`src/design/ahfb_pkg.sv`:
```
// ----------------------------------------------------------------------------
// ahfb_pkg
// Shared types, constants and helpers of the ascii hex frame builder.
// ----------------------------------------------------------------------------
package ahfb_pkg;

    // default build options
    localparam int HEADER_LEN_DEF  = 2;
    localparam int TRAILER_LEN_DEF = 2;
    localparam int MAX_PAYLOAD_DEF = 1024;
    localparam int QUEUE_DEPTH_DEF = 4;

    // fixed framing constants
    localparam logic [15:0] OUTER_EXTRA = 16'd14;
    localparam logic [3:0]  HEX_LAST    = 4'd15;
    localparam logic [3:0]  SUM_LAST    = 4'd1;
    localparam int          REG_W       = 64;
    localparam int          CFG_IDX_W   = 1;

    // configuration register indexes
    localparam logic [CFG_IDX_W-1:0] CFG_HEADER  = 1'b0;
    localparam logic [CFG_IDX_W-1:0] CFG_TRAILER = 1'b1;

    // configuration write transaction
    typedef struct packed {
        logic                 we;
        logic [CFG_IDX_W-1:0] idx;
        logic [REG_W-1:0]     data;
    } t_cfg_wr;

    // classified work for the byte sequencer
    typedef struct packed {
        logic        err;
        logic        start;
        logic        data;
        logic        fin;
        logic [63:0] hex_word;   // outer length, type, length, total, sequence
        logic [7:0]  data_byte;
        logic [7:0]  chk;
    } t_cmd;

    // sequencer phases
    typedef enum logic [2:0] {
        PH_HDR,
        PH_HEX,
        PH_DATA,
        PH_SUM,
        PH_TRL,
        PH_ERR
    } t_phase;

    // lowercase ascii hex digit
    function automatic logic [7:0] hex_char(input logic [3:0] nib);
        logic [7:0] c;
        if (nib < 4'd10) begin
            c = 8'h30 + {4'd0, nib};
        end else begin
            c = 8'h61 + {4'd0, nib} - 8'd10;
        end
        return c;
    endfunction

endpackage

```
`src/design/ascii_hex_frame_builder.sv`:
```
// ----------------------------------------------------------------------------
// ascii_hex_frame_builder
// Frames a byte stream as ascii hex headers, payload, checksum and tail.
// ----------------------------------------------------------------------------
// Usage
//   Input channel (i_push / o_full): one transaction per item. A start item
//   opens a frame, data items carry payload bytes, a finish item closes it.
//   Result channel (o_empty / i_pop): one transaction per emitted byte, with
//   o_run_last on the last byte an item causes and o_frame_end on the final
//   tail byte. An oversized start yields a single o_length_error result.
//   Configuration: i_cfg_we / i_cfg_idx / i_cfg_data write the header and
//   tail byte registers; write only while the block is idle.
// Timing
//   With the block idle, the first byte of an item passes through the command
//   queue and then the result register on its way to the result ports. The
//   byte sequencer emits one byte per cycle while the receiver pops; an item
//   causes 1 byte for a payload byte, HEADER_LEN + 16 for a start and 2 +
//   TRAILER_LEN for a finish. Input items are taken one per cycle while the
//   four-entry command queue has room.
// Reset and stall
//   Reset empties the queue and the result register, closes any frame and
//   clears both byte registers. When the receiver stalls the result is held,
//   the sequencer waits and o_full rises once the queue fills.
// ----------------------------------------------------------------------------
module ascii_hex_frame_builder #(
    parameter int HEADER_LEN  = ahfb_pkg::HEADER_LEN_DEF,
    parameter int TRAILER_LEN = ahfb_pkg::TRAILER_LEN_DEF,
    parameter int MAX_PAYLOAD = ahfb_pkg::MAX_PAYLOAD_DEF,
    parameter int QUEUE_DEPTH = ahfb_pkg::QUEUE_DEPTH_DEF
) (
    input  logic                           i_clk,
    input  logic                           i_rst_n,
    input  logic                           i_cfg_we,
    input  logic [ahfb_pkg::CFG_IDX_W-1:0] i_cfg_idx,
    input  logic [ahfb_pkg::REG_W-1:0]     i_cfg_data,
    input  logic                           i_push,
    output logic                           o_full,
    input  logic                           i_start_req,
    input  logic                           i_has_data,
    input  logic                           i_finish,
    input  logic [15:0]                    i_type_id,
    input  logic [15:0]                    i_payload_len,
    input  logic [7:0]                     i_pkg_total,
    input  logic [7:0]                     i_pkg_seq,
    input  logic [7:0]                     i_data_byte,
    output logic                           o_empty,
    input  logic                           i_pop,
    output logic [7:0]                     o_out_byte,
    output logic                           o_run_last,
    output logic                           o_frame_end,
    output logic                           o_length_error
);
    import ahfb_pkg::*;

    t_cfg_wr cfg;
    t_cmd    front_cmd;
    t_cmd    head_cmd;
    logic    accept;
    logic    cmd_push;
    logic    cmd_pop;
    logic    cmd_valid;

    assign cfg.we   = i_cfg_we;
    assign cfg.idx  = i_cfg_idx;
    assign cfg.data = i_cfg_data;
    assign accept   = i_push && !o_full;

    // item classification
    ahfb_front #(
        .MAX_PAYLOAD (MAX_PAYLOAD)
    ) u_front (
        .i_clk         (i_clk),
        .i_rst_n       (i_rst_n),
        .i_accept      (accept),
        .i_start_req   (i_start_req),
        .i_has_data    (i_has_data),
        .i_finish      (i_finish),
        .i_type_id     (i_type_id),
        .i_payload_len (i_payload_len),
        .i_pkg_total   (i_pkg_total),
        .i_pkg_seq     (i_pkg_seq),
        .i_data_byte   (i_data_byte),
        .o_cmd_push    (cmd_push),
        .o_cmd         (front_cmd)
    );

    // command queue
    ahfb_cmd_queue #(
        .DEPTH (QUEUE_DEPTH)
    ) u_queue (
        .i_clk   (i_clk),
        .i_rst_n (i_rst_n),
        .i_push  (cmd_push),
        .i_cmd   (front_cmd),
        .o_full  (o_full),
        .i_pop   (cmd_pop),
        .o_valid (cmd_valid),
        .o_cmd   (head_cmd)
    );

    // byte sequencer and result register
    ahfb_back #(
        .HEADER_LEN  (HEADER_LEN),
        .TRAILER_LEN (TRAILER_LEN)
    ) u_back (
        .i_clk          (i_clk),
        .i_rst_n        (i_rst_n),
        .i_cfg          (cfg),
        .i_cmd_valid    (cmd_valid),
        .i_cmd          (head_cmd),
        .o_cmd_pop      (cmd_pop),
        .o_empty        (o_empty),
        .i_pop          (i_pop),
        .o_out_byte     (o_out_byte),
        .o_run_last     (o_run_last),
        .o_frame_end    (o_frame_end),
        .o_length_error (o_length_error)
    );

endmodule

```
`src/design/ahfb_front.sv`:
```
// ----------------------------------------------------------------------------
// ahfb_front
// Accepts input items, tracks the open frame and the running checksum, and
// turns each item that yields output into one command for the sequencer.
// ----------------------------------------------------------------------------
module ahfb_front #(
    parameter int MAX_PAYLOAD = ahfb_pkg::MAX_PAYLOAD_DEF
) (
    input  logic          i_clk,
    input  logic          i_rst_n,
    input  logic          i_accept,
    input  logic          i_start_req,
    input  logic          i_has_data,
    input  logic          i_finish,
    input  logic [15:0]   i_type_id,
    input  logic [15:0]   i_payload_len,
    input  logic [7:0]    i_pkg_total,
    input  logic [7:0]    i_pkg_seq,
    input  logic [7:0]    i_data_byte,
    output logic          o_cmd_push,
    output ahfb_pkg::t_cmd o_cmd
);
    import ahfb_pkg::*;

    logic       r_in_frame;
    logic       n_in_frame;
    logic [7:0] r_xor;
    logic [7:0] n_xor;
    logic [7:0] start_xor;

    // checksum over the twelve summed header characters
    always_comb begin
        logic [47:0] fields;
        logic [7:0]  acc;
        fields = {i_type_id, i_payload_len, i_pkg_total, i_pkg_seq};
        acc    = 8'd0;
        for (int k = 0; k < 12; k++) begin
            acc = acc ^ hex_char(fields[4*k +: 4]);
        end
        start_xor = acc;
    end

    // classification and next frame state
    always_comb begin
        logic       frame;
        logic [7:0] sum;
        logic       err;
        frame = r_in_frame;
        sum   = r_xor;
        err   = i_start_req && (i_payload_len > 16'(MAX_PAYLOAD));

        o_cmd.err       = err;
        o_cmd.start     = 1'b0;
        o_cmd.data      = 1'b0;
        o_cmd.fin       = 1'b0;
        o_cmd.hex_word  = {i_payload_len + OUTER_EXTRA, i_type_id, i_payload_len,
                           i_pkg_total, i_pkg_seq};
        o_cmd.data_byte = i_data_byte;
        o_cmd.chk       = 8'd0;

        if (err) begin
            frame = 1'b0;
            sum   = 8'd0;
        end else begin
            if (i_start_req) begin
                frame       = 1'b1;
                sum         = start_xor;
                o_cmd.start = 1'b1;
            end
            if (i_has_data && frame) begin
                sum        = sum ^ i_data_byte;
                o_cmd.data = 1'b1;
            end
            if (i_finish && frame) begin
                o_cmd.fin = 1'b1;
                o_cmd.chk = sum;
                frame     = 1'b0;
                sum       = 8'd0;
            end
        end

        n_in_frame = frame;
        n_xor      = sum;
        o_cmd_push = i_accept && (o_cmd.err || o_cmd.start || o_cmd.data || o_cmd.fin);
    end

    // frame state registers
    always_ff @(posedge i_clk) begin
        if (!i_rst_n) begin
            r_in_frame <= 1'b0;
            r_xor      <= 8'd0;
        end else if (i_accept) begin
            r_in_frame <= n_in_frame;
            r_xor      <= n_xor;
        end
    end

endmodule

```
`src/design/ahfb_cmd_queue.sv`:
```
// ----------------------------------------------------------------------------
// ahfb_cmd_queue
// Short command queue between the front end and the byte sequencer.
// ----------------------------------------------------------------------------
module ahfb_cmd_queue #(
    parameter int DEPTH = ahfb_pkg::QUEUE_DEPTH_DEF
) (
    input  logic           i_clk,
    input  logic           i_rst_n,
    input  logic           i_push,
    input  ahfb_pkg::t_cmd i_cmd,
    output logic           o_full,
    input  logic           i_pop,
    output logic           o_valid,
    output ahfb_pkg::t_cmd o_cmd
);
    import ahfb_pkg::*;

    localparam int PTR_W = (DEPTH > 1) ? $clog2(DEPTH) : 1;
    localparam int CNT_W = $clog2(DEPTH + 1);
    localparam logic [PTR_W-1:0] PTR_LAST = PTR_W'(DEPTH - 1);

    t_cmd             r_mem [DEPTH];
    logic [PTR_W-1:0] r_wr_ptr;
    logic [PTR_W-1:0] r_rd_ptr;
    logic [CNT_W-1:0] r_count;
    logic             do_push;
    logic             do_pop;

    assign o_full  = (r_count == CNT_W'(DEPTH));
    assign o_valid = (r_count != '0);
    assign o_cmd   = r_mem[r_rd_ptr];
    assign do_push = i_push && !o_full;
    assign do_pop  = i_pop && o_valid;

    // storage
    always_ff @(posedge i_clk) begin
        if (do_push) begin
            r_mem[r_wr_ptr] <= i_cmd;
        end
    end

    // pointers and fill count
    always_ff @(posedge i_clk) begin
        if (!i_rst_n) begin
            r_wr_ptr <= '0;
            r_rd_ptr <= '0;
            r_count  <= '0;
        end else begin
            if (do_push) begin
                r_wr_ptr <= (r_wr_ptr == PTR_LAST) ? '0 : r_wr_ptr + 1'b1;
            end
            if (do_pop) begin
                r_rd_ptr <= (r_rd_ptr == PTR_LAST) ? '0 : r_rd_ptr + 1'b1;
            end
            if (do_push && !do_pop) begin
                r_count <= r_count + 1'b1;
            end else if (do_pop && !do_push) begin
                r_count <= r_count - 1'b1;
            end
        end
    end

endmodule

```
`src/design/ahfb_back.sv`:
```
// ----------------------------------------------------------------------------
// ahfb_back
// Byte sequencer: walks each command through its header, hex, payload,
// checksum and tail phases, or its error phase, and drives the registered result port.
// ----------------------------------------------------------------------------
module ahfb_back #(
    parameter int HEADER_LEN  = ahfb_pkg::HEADER_LEN_DEF,
    parameter int TRAILER_LEN = ahfb_pkg::TRAILER_LEN_DEF
) (
    input  logic              i_clk,
    input  logic              i_rst_n,
    input  ahfb_pkg::t_cfg_wr i_cfg,
    input  logic              i_cmd_valid,
    input  ahfb_pkg::t_cmd    i_cmd,
    output logic              o_cmd_pop,
    output logic              o_empty,
    input  logic              i_pop,
    output logic [7:0]        o_out_byte,
    output logic              o_run_last,
    output logic              o_frame_end,
    output logic              o_length_error
);
    import ahfb_pkg::*;

    localparam int         HDR_TOP  = HEADER_LEN - 1;
    localparam int         TRL_TOP  = TRAILER_LEN - 1;
    localparam logic [3:0] HDR_LAST = 4'(HDR_TOP);
    localparam logic [3:0] TRL_LAST = 4'(TRL_TOP);

    logic [REG_W-1:0] r_header;
    logic [REG_W-1:0] r_trailer;

    logic   r_active;
    logic   n_active;
    t_phase r_phase;
    t_phase n_phase;
    logic [3:0] r_idx;
    logic [3:0] n_idx;

    t_phase     cur_phase;
    logic [3:0] cur_idx;
    logic       out_ready;
    logic       emit;
    logic       cmd_done;

    logic [7:0] byte_val;
    logic       byte_end;
    logic       byte_err;

    logic       r_out_valid;
    logic [7:0] r_out_byte;
    logic       r_out_last;
    logic       r_out_end;
    logic       r_out_err;

    // configuration registers
    always_ff @(posedge i_clk) begin
        if (!i_rst_n) begin
            r_header  <= '0;
            r_trailer <= '0;
        end else if (i_cfg.we) begin
            unique case (i_cfg.idx)
                CFG_HEADER:  r_header  <= i_cfg.data;
                CFG_TRAILER: r_trailer <= i_cfg.data;
                default:     ;
            endcase
        end
    end

    // current position within the head command
    always_comb begin
        t_phase first;
        priority if (i_cmd.err) begin
            first = PH_ERR;
        end else if (i_cmd.start) begin
            first = PH_HDR;
        end else if (i_cmd.data) begin
            first = PH_DATA;
        end else begin
            first = PH_SUM;
        end
        cur_phase = r_active ? r_phase : first;
        cur_idx   = r_active ? r_idx : 4'd0;
    end

    assign out_ready = !r_out_valid || i_pop;
    assign emit      = i_cmd_valid && out_ready;
    assign o_cmd_pop = emit && cmd_done;

    // next phase
    always_comb begin
        n_phase  = cur_phase;
        n_idx    = cur_idx + 4'd1;
        cmd_done = 1'b0;
        unique case (cur_phase)
            PH_HDR: begin
                if (cur_idx == HDR_LAST) begin
                    n_phase = PH_HEX;
                    n_idx   = 4'd0;
                end
            end
            PH_HEX: begin
                if (cur_idx == HEX_LAST) begin
                    n_idx = 4'd0;
                    priority if (i_cmd.data) begin
                        n_phase = PH_DATA;
                    end else if (i_cmd.fin) begin
                        n_phase = PH_SUM;
                    end else begin
                        cmd_done = 1'b1;
                    end
                end
            end
            PH_DATA: begin
                n_idx = 4'd0;
                if (i_cmd.fin) begin
                    n_phase = PH_SUM;
                end else begin
                    cmd_done = 1'b1;
                end
            end
            PH_SUM: begin
                if (cur_idx == SUM_LAST) begin
                    n_phase = PH_TRL;
                    n_idx   = 4'd0;
                end
            end
            PH_TRL: begin
                if (cur_idx == TRL_LAST) begin
                    cmd_done = 1'b1;
                end
            end
            PH_ERR: begin
                cmd_done = 1'b1;
            end
            default: begin
                cmd_done = 1'b1;
            end
        endcase
        n_active = !cmd_done;
    end

    // byte for the current position
    always_comb begin
        logic [5:0]       hdr_sh;
        logic [5:0]       trl_sh;
        logic [5:0]       hex_sh;
        logic [REG_W-1:0] hdr_sel;
        logic [REG_W-1:0] trl_sel;
        logic [63:0]      hex_sel;
        hdr_sh   = 6'(8 * (HDR_TOP - int'(cur_idx)));
        trl_sh   = 6'(8 * (TRL_TOP - int'(cur_idx)));
        hex_sh   = {~cur_idx, 2'b00};
        hdr_sel  = r_header >> hdr_sh;
        trl_sel  = r_trailer >> trl_sh;
        hex_sel  = i_cmd.hex_word >> hex_sh;
        byte_end = 1'b0;
        byte_err = 1'b0;
        unique case (cur_phase)
            PH_HDR:  byte_val = hdr_sel[7:0];
            PH_HEX:  byte_val = hex_char(hex_sel[3:0]);
            PH_DATA: byte_val = i_cmd.data_byte;
            PH_SUM:  byte_val = hex_char(cur_idx[0] ? i_cmd.chk[3:0] : i_cmd.chk[7:4]);
            PH_TRL: begin
                byte_val = trl_sel[7:0];
                byte_end = (cur_idx == TRL_LAST);
            end
            PH_ERR: begin
                byte_val = 8'd0;
                byte_err = 1'b1;
            end
            default: byte_val = 8'd0;
        endcase
    end

    // sequencer state
    always_ff @(posedge i_clk) begin
        if (!i_rst_n) begin
            r_active <= 1'b0;
            r_phase  <= PH_HDR;
            r_idx    <= 4'd0;
        end else if (emit) begin
            r_active <= n_active;
            r_phase  <= n_phase;
            r_idx    <= n_idx;
        end
    end

    // result register
    always_ff @(posedge i_clk) begin
        if (!i_rst_n) begin
            r_out_valid <= 1'b0;
        end else if (out_ready) begin
            r_out_valid <= i_cmd_valid;
        end
    end

    always_ff @(posedge i_clk) begin
        if (emit) begin
            r_out_byte <= byte_val;
            r_out_last <= cmd_done;
            r_out_end  <= byte_end;
            r_out_err  <= byte_err;
        end
    end

    assign o_empty        = !r_out_valid;
    assign o_out_byte     = r_out_byte;
    assign o_run_last     = r_out_last;
    assign o_frame_end    = r_out_end;
    assign o_length_error = r_out_err;

endmodule

```
`config.mk`:
```
export PLATFORM = sky130hd
export DESIGN_NAME = ascii_hex_frame_builder
export DESIGN_NICKNAME = d
export VERILOG_FILES = /design/src/design/ahfb_pkg.sv /design/src/design/ascii_hex_frame_builder.sv /design/src/design/ahfb_front.sv /design/src/design/ahfb_cmd_queue.sv /design/src/design/ahfb_back.sv
export SDC_FILE = /design/constraint.sdc
export NUM_CORES = 1
export LEC_CHECK = 0
export BUFFER_PORTS_ARGS = -buffer_cell sky130_fd_sc_hd__buf_4
export CAP_MARGIN = 20
export CORE_AREA = 2 2 289 263
export CTS_CLUSTER_DIAMETER = 200
export DETAILED_ROUTE_END_ITERATION = 6
export DIE_AREA = 0 0 291 265
export GPL_ROUTABILITY_DRIVEN = 0
export HOLD_SLACK_MARGIN = 0.12
export PLACE_DENSITY_LB_ADDON = 0.3
export SLEW_MARGIN = 25
export SYNTH_ARGS = -nofsm -noshare
export SYNTH_HDL_FRONTEND = slang
export SYNTH_SLANG_ARGS = --single-unit
```
`constraint.sdc`:
```
create_clock -name i_clk -period 3.65 [get_ports i_clk]
set_input_delay 0.1825 -clock i_clk [delete_from_list [all_inputs] [get_ports i_clk]]
set_output_delay 0.1825 -clock i_clk [all_outputs]
set_load 0.01 [all_outputs]
```
==> load_flow_metrics.sql, run 1 <==
INSERT INTO impl_metrics (metric_group, metric, value, unit) VALUES
('logic_synthesis', 'post_synth_num_cell_types', '65', ''),
('sta', 'min_period', '3.285', 'ns'),
('global_routing', 'grt_overflow', '0', ''),
('layout', 'design.final.nets', '2091', ''),
('sta', 'final-max-slew-violation-count', '0', ''),
('worst_setup_path', 'critical_path.slowest_cell', 'sky130_fd_sc_hd__dfxtp_1', ''),
('floorplanning', 'effective_utilization_at_floorplan', '29.79', '%'),
('logic_synthesis', 'synth.yosys.warnings', '0', ''),
('logic_synthesis', 'synth.yosys.seq_area_share', '60.75', '%'),
('worst_setup_path', 'setup.worst_path.class', 'reg -> reg', ''),
('cts', 'cts_resized', '0', ''),
('layout', 'insertedDiodeCount', '0', ''),
('cts', 'clk-insertion-delay-late', '0.62', 'ns'),
('worst_setup_path', 'startpoint_type', 'flip-flop', ''),
('logic_synthesis', 'synth-async-reset-ratio', '0', '%'),
('power_and_ir_drop', 'peakVddDrop', '0.0003988', 'V'),
('worst_setup_path', 'timing.critical_path.cells', 'nand2_1 -> buf_4 -> ha_1 -> nand3_1 -> a21oi_1 -> nor2_1 -> o21ai_1 -> nand2_1 -> ha_1 -> inv_1 -> fa_1 -> xor2_1 -> or3_1 -> a21oi_1', ''),
('worst_setup_path', 'cpPeakStageDelay', '0.53', 'ns'),
('worst_setup_path', 'path_max_fanout', '12', ''),
('cts', 'cts_tree', 'done', ''),
('cts', 'clock-root-buffer', 'sky130_fd_sc_hd__clkbuf_16', ''),
('logic_synthesis', 'synthDominantAreaCellType', 'sky130_fd_sc_hd__edfxtp_1', ''),
('cts', 'cts-buffers-inserted', '55', ''),
('flow_run', 'cap_violations', '0', ''),
('drt', 'drc', '0', ''),
('worst_setup_path', 'critical_path_required', '4.19', 'ns'),
('sta', 'setup_viol', '0', ''),
('drt', 'drtPass1Iterations', '7', ''),
('drt', 'wl_met2', '29.06', 'mm'),
('floorplanning', 'rows', '95', ''),
('drt', 'met3RoutedLength', '3.353', 'mm'),
('hold_path', 'timing.hold.worst_path_depth', '4', ''),
('worst_setup_path', 'critPathCaptureType', 'flip-flop', ''),
('sta', 'maxClockFrequency', '0.3044', 'GHz'),
('run_status', 'result_of_the_run', 'completed', ''),
('layout', 'layout-drive-gt1-share', '20.69', '%'),
('worst_setup_path', 'worstRegToRegCells', '14', ''),
('cts', 'cts_h_tree_depth', '2', ''),
('logic_synthesis', 'netlist_area', '22060', 'um2'),
('hold_path', 'hold_class', 'in -> reg', ''),
('layout', 'final_cell_mix', '343 x sky130_fd_sc_hd__edfxtp_1, 318 x sky130_fd_sc_hd__nand2_1, 193 x sky130_fd_sc_hd__a21oi_1', ''),
('place', 'dp.final_hpwl', '41.76', 'mm'),
('worst_setup_path', 'critical_path_depth', '14', ''),
('layout', 'fin_util', '37.00', '%'),
('floorplanning', 'die_height', '265', 'um'),
('global_routing', 'grt_max_degree', '80', ''),
('logic_synthesis', 'ys_ff_latch', '498', ''),
('drt', 'dr.max_layer_used', 'met4', ''),
('drt', 'wl_met1', '27.75', 'mm'),
('sta', 'unrepaired_setup_endpoints_after_global_routing', 'no', ''),
('sta', 'final_hold_viol_count', '0', ''),
('logic_synthesis', 'synth_cells', '1670', ''),
('sta', 'totalNegativeSetupSlack', '0', 'ns'),
('cts', 'clk_path_buf_depth', '3', ''),
('worst_setup_path', 'cp_data_arrival_time', '3.82', 'ns'),
('place', 'numPortBuffers', '141', ''),
('logic_synthesis', 'synth_enable_flop_cells', '343', ''),
('drt', 'routed-via-count', '14670', ''),
('logic_synthesis', 'post_synth_main_area_contributors', 'sky130_fd_sc_hd__edfxtp_1 47%, sky130_fd_sc_hd__dfxtp_1 14%, sky130_fd_sc_hd__mux4_2 13%', ''),
('place', 'dpl_cell_area', '24320', 'um2'),
('worst_setup_path', 'crit_family', 'simple AND/OR/NAND/NOR gates', ''),
('drt', 'ant_nets', '0', ''),
('global_routing', 'grt_pass1_wl', '92.56', 'mm'),
('worst_setup_path', 'critPathBufInv', '2', ''),
('global_routing', 'first_global_vias', '14760', ''),
('global_routing', 'antenna_violations_before_repair', '0', ''),
('drt', 'post_drt_wl_per_cell', '20.85', 'um'),
('logic_synthesis', 'post-synth-top-area-fraction', '46.69', '%'),
('sta', 'worst_clock_skew', '0.03842', 'ns'),
('logic_synthesis', 'most_used_flip_flop_cell_after_synthesis', 'sky130_fd_sc_hd__edfxtp_1', ''),
('floorplanning', 'design.core.area', '74050', 'um2');
-- final cells by class --
class / count / area [um2]
Clock buffer: 71 / 1539
Clock inverter: 30 / 294.0
Fill cell: 7019 / 46650
Inverter: 44 / 167.7
Multi-Input combinational cell: 1033 / 8115
Sequential cell: 498 / 13410
Tap cell: 970 / 1214
Timing Repair Buffer: 296 / 2658
-- Yosys cell counts, drive strengths merged (8+ instances only) --
library cell / n
ha: 33
xnor2: 59
clkbuf: 63
a22oi: 12
buf: 32
xor2: 22
a22o: 12
inv: 41
dfxtp: 155
nor3: 14
nor3b: 12
edfxtp: 343
mux4: 127
mux2i: 12
nand3: 8
o21ai: 48
nor2: 45
nor2b: 17
and2: 10
and4b: 8
nand2: 320
a21oi: 193
-- kinds of logic (layout without fill, tap and decap cells) --
family                     count (synthesis)  in the layout  share of synthesized area [%]
DFF                                      498            498                          60.75
and+or+nand+nor                          458            458                          9.006
AOI/OAI and AO/OA                        313            313                          8.195
muxes                                    140            140                          13.56
buffers and inverters                    139            441                          2.592
xor gates and xnor gates                  88             88                          3.930
adders and majority gates                 34             34                          1.962
-- state kept, by name, indices dropped and copies added, names as in the netlist, 2 cells and up, named ones only --
| signal | cells |
|---|---|
| u_back.r_idx | 4 |
| u_queue.r_wr_ptr | 2 |
| u_back.r_phase | 3 |
| u_queue.r_mem | 332 |
| u_front.r_xor | 8 |
| u_back.o_out_byte | 8 |
| u_back.r_trailer | 64 |
| u_back.r_header | 64 |
| u_queue.r_count | 3 |
| u_queue.r_rd_ptr | 2 |
-- stage by stage --
stage | hold slack (ns) | worst slack [ns] | std cells
floorplan | 0.2814 | 0.3622 | 1670
global placement | 0.3971 | 0.4002 | 2717
detailed placement | 0.4109 | 0.3746 | 2717
CTS | 0.1292 | 0.3468 | 2942
global route | 0.1936 | 0.1926 | 2942
finish | 0.1751 | 0.3647 | 2942
-- worst reg2reg max path, stage by stage, from the launching register on --
cell,delay (ns)
sky130_fd_sc_hd__dfxtp_1,0.53
sky130_fd_sc_hd__nand2_1,0.17
sky130_fd_sc_hd__buf_4,0.23
sky130_fd_sc_hd__ha_1,0.22
sky130_fd_sc_hd__nand3_1,0.13
sky130_fd_sc_hd__a21oi_1,0.08
sky130_fd_sc_hd__nor2_1,0.10
sky130_fd_sc_hd__o21ai_1,0.12
sky130_fd_sc_hd__nand2_1,0.29
sky130_fd_sc_hd__ha_1,0.25
sky130_fd_sc_hd__inv_1,0.06
sky130_fd_sc_hd__fa_1,0.38
sky130_fd_sc_hd__xor2_1,0.18
sky130_fd_sc_hd__or3_1,0.32
sky130_fd_sc_hd__a21oi_1,0.17
-- report_power, final --
| group | internal (mW) | total (mW) | switching, mW | leakage, nW |
|---|---|---|---|---|
| combinational | 1.79 | 3.95 | 2.17 | 4.21 |
| clock | 3.21 | 5.55 | 2.34 | 0.915 |
| sequential | 6.52 | 6.74 | 0.224 | 4.42 |
| total | 11.5 | 16.2 | 4.73 | 9.54 |
-- per-layer routing --
metal	track usage (%)	vias to the layer above
met2	25.68	442
met1	22.15	7444
met3	2.222	66
met4	3.879	0
met5	0	-
li1	-	6716
-- final timing paths --
kind                              from                   end  slack [ns]
setup reg to reg       u_back.r_active    u_queue.r_count[2]        0.36
hold / removal              i_has_data      u_front.r_xor[7]        0.18
hold reg to reg   u_back.r_trailer[38]  u_back.r_trailer[38]        0.45
setup / recovery       u_back.r_active    u_queue.r_count[2]        0.36
-- timing repair --
| item | in CTS | in global routing |
|---|---|---|
| hold buffers | 124 | 0 |
| endpoints found under the hold margin | 386 | 0 |
| buffers inserted | 0 | 0 |
| endpoints found under the setup margin | 0 | 0 |
No activity file was read; power rests on OpenSTA's default activity.
==> run 2, diff against run 1 <==
- clock period: 3.65 -> 4 ns (I/O delays scaled with it)
==> run 2 against run 1 <==
Sequential share of layout area is 0.098 points higher. Final cell count rose by 0.17%. Sequential cell count stayed put. Register-to-register slack worse by 0.06 ns. Die area is the same. Largest power group unchanged. Highest routed layer unchanged.
==> load_flow_metrics.sql, run 2 (same netlist as run 1, synthesis figures left out) <==
INSERT INTO impl_metrics (metric_group, metric, value, unit) VALUES
('run_status', 'result_of_the_run', 'completed', ''),
('worst_setup_path', 'crit_path_frequent_cell', 'sky130_fd_sc_hd__a221oi_1', ''),
('global_routing', 'antenna_violations_before_repair', '0', ''),
('sta', 'min_period', '3.692', 'ns'),
('sta', 'worst_hold_slack', '0.1693', 'ns'),
('place', 'dp.final_hpwl', '41.57', 'mm'),
('hold_path', 'hp-start', 'i_cfg_we', ''),
('global_routing', 'first_global_vias', '14710', ''),
('global_routing', 'grt_max_degree', '61', ''),
('sta', 'max_slew.worst_pin.slew', '0.9353', 'ns'),
('sta', 'post-route-period-util', '92.30', '%'),
('layout', 'largest_register_ffs', '332', ''),
('drt', 'ant_nets', '0', ''),
('floorplanning', 'die_height', '265', 'um'),
('global_routing', 'groute.layer.met2.usage', '25.80', '%'),
('worst_setup_path', 'critPathBufInv', '1', ''),
('drt', 'routed-via-count', '14620', ''),
('power_and_ir_drop', 'peakVddDrop', '0.0004072', 'V'),
('worst_setup_path', 'timing.critical_path.cells', 'buf_12 -> mux4_2 -> a22o_1 -> a221oi_1 -> o22ai_1 -> a211oi_2 -> ha_1 -> a221oi_1 -> a211o_1', ''),
('layout', 'registers_with_the_most_flip_flops', 'u_queue.r_mem: 332 flops, u_back.r_header: 64 flops, u_back.r_trailer: 64 flops', ''),
('sta', 'totalNegativeSetupSlack', '0', 'ns'),
('place', 'place_inst', '2722', ''),
('cts', 'cts_resized', '0', ''),
('layout', 'insertedDiodeCount', '0', ''),
('drt', 'route.final.wire_length', '61.00', 'mm'),
('flow_run', 'cap_violations', '0', ''),
('layout', 'layout-drive-gt1-share', '20.13', '%'),
('place', 'place_worst_setup_slack', '0.3644', 'ns'),
('drt', 'drtPass1Iterations', '5', ''),
('global_routing', 'grt_util_met3', '2.851', '%'),
('cts', 'setup_fix_bufs_post_cts', '0', ''),
('global_routing', 'globalRouteTotalUtil', '15.57', '%'),
('layout', 'n_fill_cell', '7020', ''),
('floorplanning', 'fp.dieArea', '77120', 'um2'),
('worst_setup_path', 'crit_family', 'compound AO/OA/AOI/OAI gates', ''),
('worst_setup_path', 'startpoint_type', 'flip-flop', ''),
('cts', 'clock-root-buffer', 'sky130_fd_sc_hd__clkbuf_16', ''),
('global_routing', 'global_route.usage.met1', '21.06', '%'),
('floorplanning', 'design.portCount', '142', ''),
('global_routing', 'top_usage_layer', 'met2', ''),
('worst_setup_path', 'critical_path.slowest_cell', 'sky130_fd_sc_hd__mux4_2', ''),
('cts', 'cts_tree', 'done', ''),
('cts', 'clk_path_buf_depth', '3', ''),
('power_and_ir_drop', 'leakage', '9.490', 'nW'),
('floorplanning', 'rows', '95', ''),
('worst_setup_path', 'path_max_fanout', '46', ''),
('layout', 'regMostFlops', 'u_queue.r_mem', ''),
('layout', 'design.final.nets', '2096', ''),
('sta', 'final-max-slew-violation-count', '0', ''),
('worst_setup_path', 'cp_data_arrival_time', '4.17', 'ns'),
('layout', 'layout.cells.most_common', 'sky130_fd_sc_hd__edfxtp_1', ''),
('layout', 'flow.area_growth_from_synthesis', '23.94', '%'),
('floorplanning', 'design.core.area', '74050', 'um2'),
('cts', 'clk-insertion-delay-late', '0.61', 'ns'),
('global_routing', 'grt_pass1_wl', '91.51', 'mm'),
('drt', 'post_drt_wl_per_cell', '20.70', 'um'),
('worst_setup_path', 'setup.worst_path.class', 'reg -> reg', ''),
('drt', 'drc', '0', ''),
('sta', 'worst_clock_skew', '0.04288', 'ns'),
('sta', 'unrepaired_setup_endpoints_after_global_routing', 'no', ''),
('power_and_ir_drop', 'power_density', '533.5', 'nW/um2'),
('cts', 'path_clk_slew', '0.06', 'ns'),
('floorplanning', 'horizontal_extent_of_the_die', '291', 'um'),
('hold_path', 'hold_class', 'in -> reg', ''),
('sta', 'setup_viol', '0', ''),
('sta', 'final_hold_viol_count', '0', ''),
('layout', 'final_cell_count_no_fill', '2947', ''),
('floorplanning', 'effective_utilization_at_floorplan', '29.79', '%'),
('cts', 'cts-buffers-inserted', '53', ''),
('cts', 'cts.sink_count', '498', ''),
('worst_setup_path', 'cpPeakStageDelay', '0.56', 'ns'),
('worst_setup_path', 'critPathCaptureType', 'flip-flop', ''),
('drt', 'drt_iter0_drc', '1216', ''),
('worst_setup_path', 'critical_path_required', '4.48', 'ns'),
('place', 'numPortBuffers', '141', ''),
('power_and_ir_drop', 'report.power.total', '14.59', 'mW'),
('sta', 'worst_slack', '0.3079', 'ns'),
('global_routing', 'grt_overflow', '0', ''),
('drt', 'vias_per_cell', '4.962', ''),
('layout', 'final_cell_mix', '343 x sky130_fd_sc_hd__edfxtp_1, 318 x sky130_fd_sc_hd__nand2_1, 193 x sky130_fd_sc_hd__a21oi_1', ''),
('sta', 'max_slew_margin', '36.99', '%'),
('cts', 'cts_h_tree_depth', '2', ''),
('sta', 'maxClockFrequency', '0.2708', 'GHz');
run 2: report_power, final:
part | total (mW) | switching (mW) | internal, mW
clock network | 4.79 | 2.04 | 2.76
registers | 6.16 | 0.208 | 5.95
logic | 3.64 | 2.00 | 1.64
run 2: what timing repair did:
| action | 4_1_cts | 5_1_grt |
|---|---|---|
| setup endpoints to repair | 0 | 0 |
| hold buffers | 126 | 0 |
| hold endpoints to repair | 369 | 0 |
run 2: layout make-up:
cell class	count	area, um2	area share [%]
Clock inverter	29	282.8	1.034
Tap cell	970	1214	4.439
Multi-Input combinational cell	1033	8118	29.69
Clock buffer	70	1410	5.157
Inverter	44	167.7	0.6132
Sequential cell	498	13410	49.05
Timing Repair Buffer	303	2740	10.02
run 2: worst paths after layout:
path	endpoint	slack, ns	depth (start not counted)
worst max-delay path	u_back.o_out_byte[1]	0.31	9
worst min register to register	u_back.r_trailer[33]	0.45	2
worst min-delay path	u_back.r_header[32]	0.17	4
worst max register to register	u_back.o_out_byte[1]	0.31	9
run 2: per-stage QoR:
step | utilization (%) | area (um2)
6_report | 36.92 | 27340
5_1_grt | 36.92 | 27340
4_1_cts | 36.92 | 27340
3_5_place_dp | 32.93 | 24390
3_3_place_gp | 32.93 | 24390
2_1_floorplan | - | 22060
run 2: routing by layer:
layer | wire (um) | part of all wire (%)
met5 | 0 | 0
met4 | 1414 | 2.3
met3 | 3607 | 5.9
met2 | 29050 | 48
met1 | 26920 | 44
run 2: worst min-delay path: stages:
cell and delay, ns:
sky130_fd_sc_hd__buf_4 0.13, sky130_fd_sc_hd__nor2b_4 0.24, sky130_fd_sc_hd__nand2_1 0.11, sky130_fd_sc_hd__a21oi_1 0.05
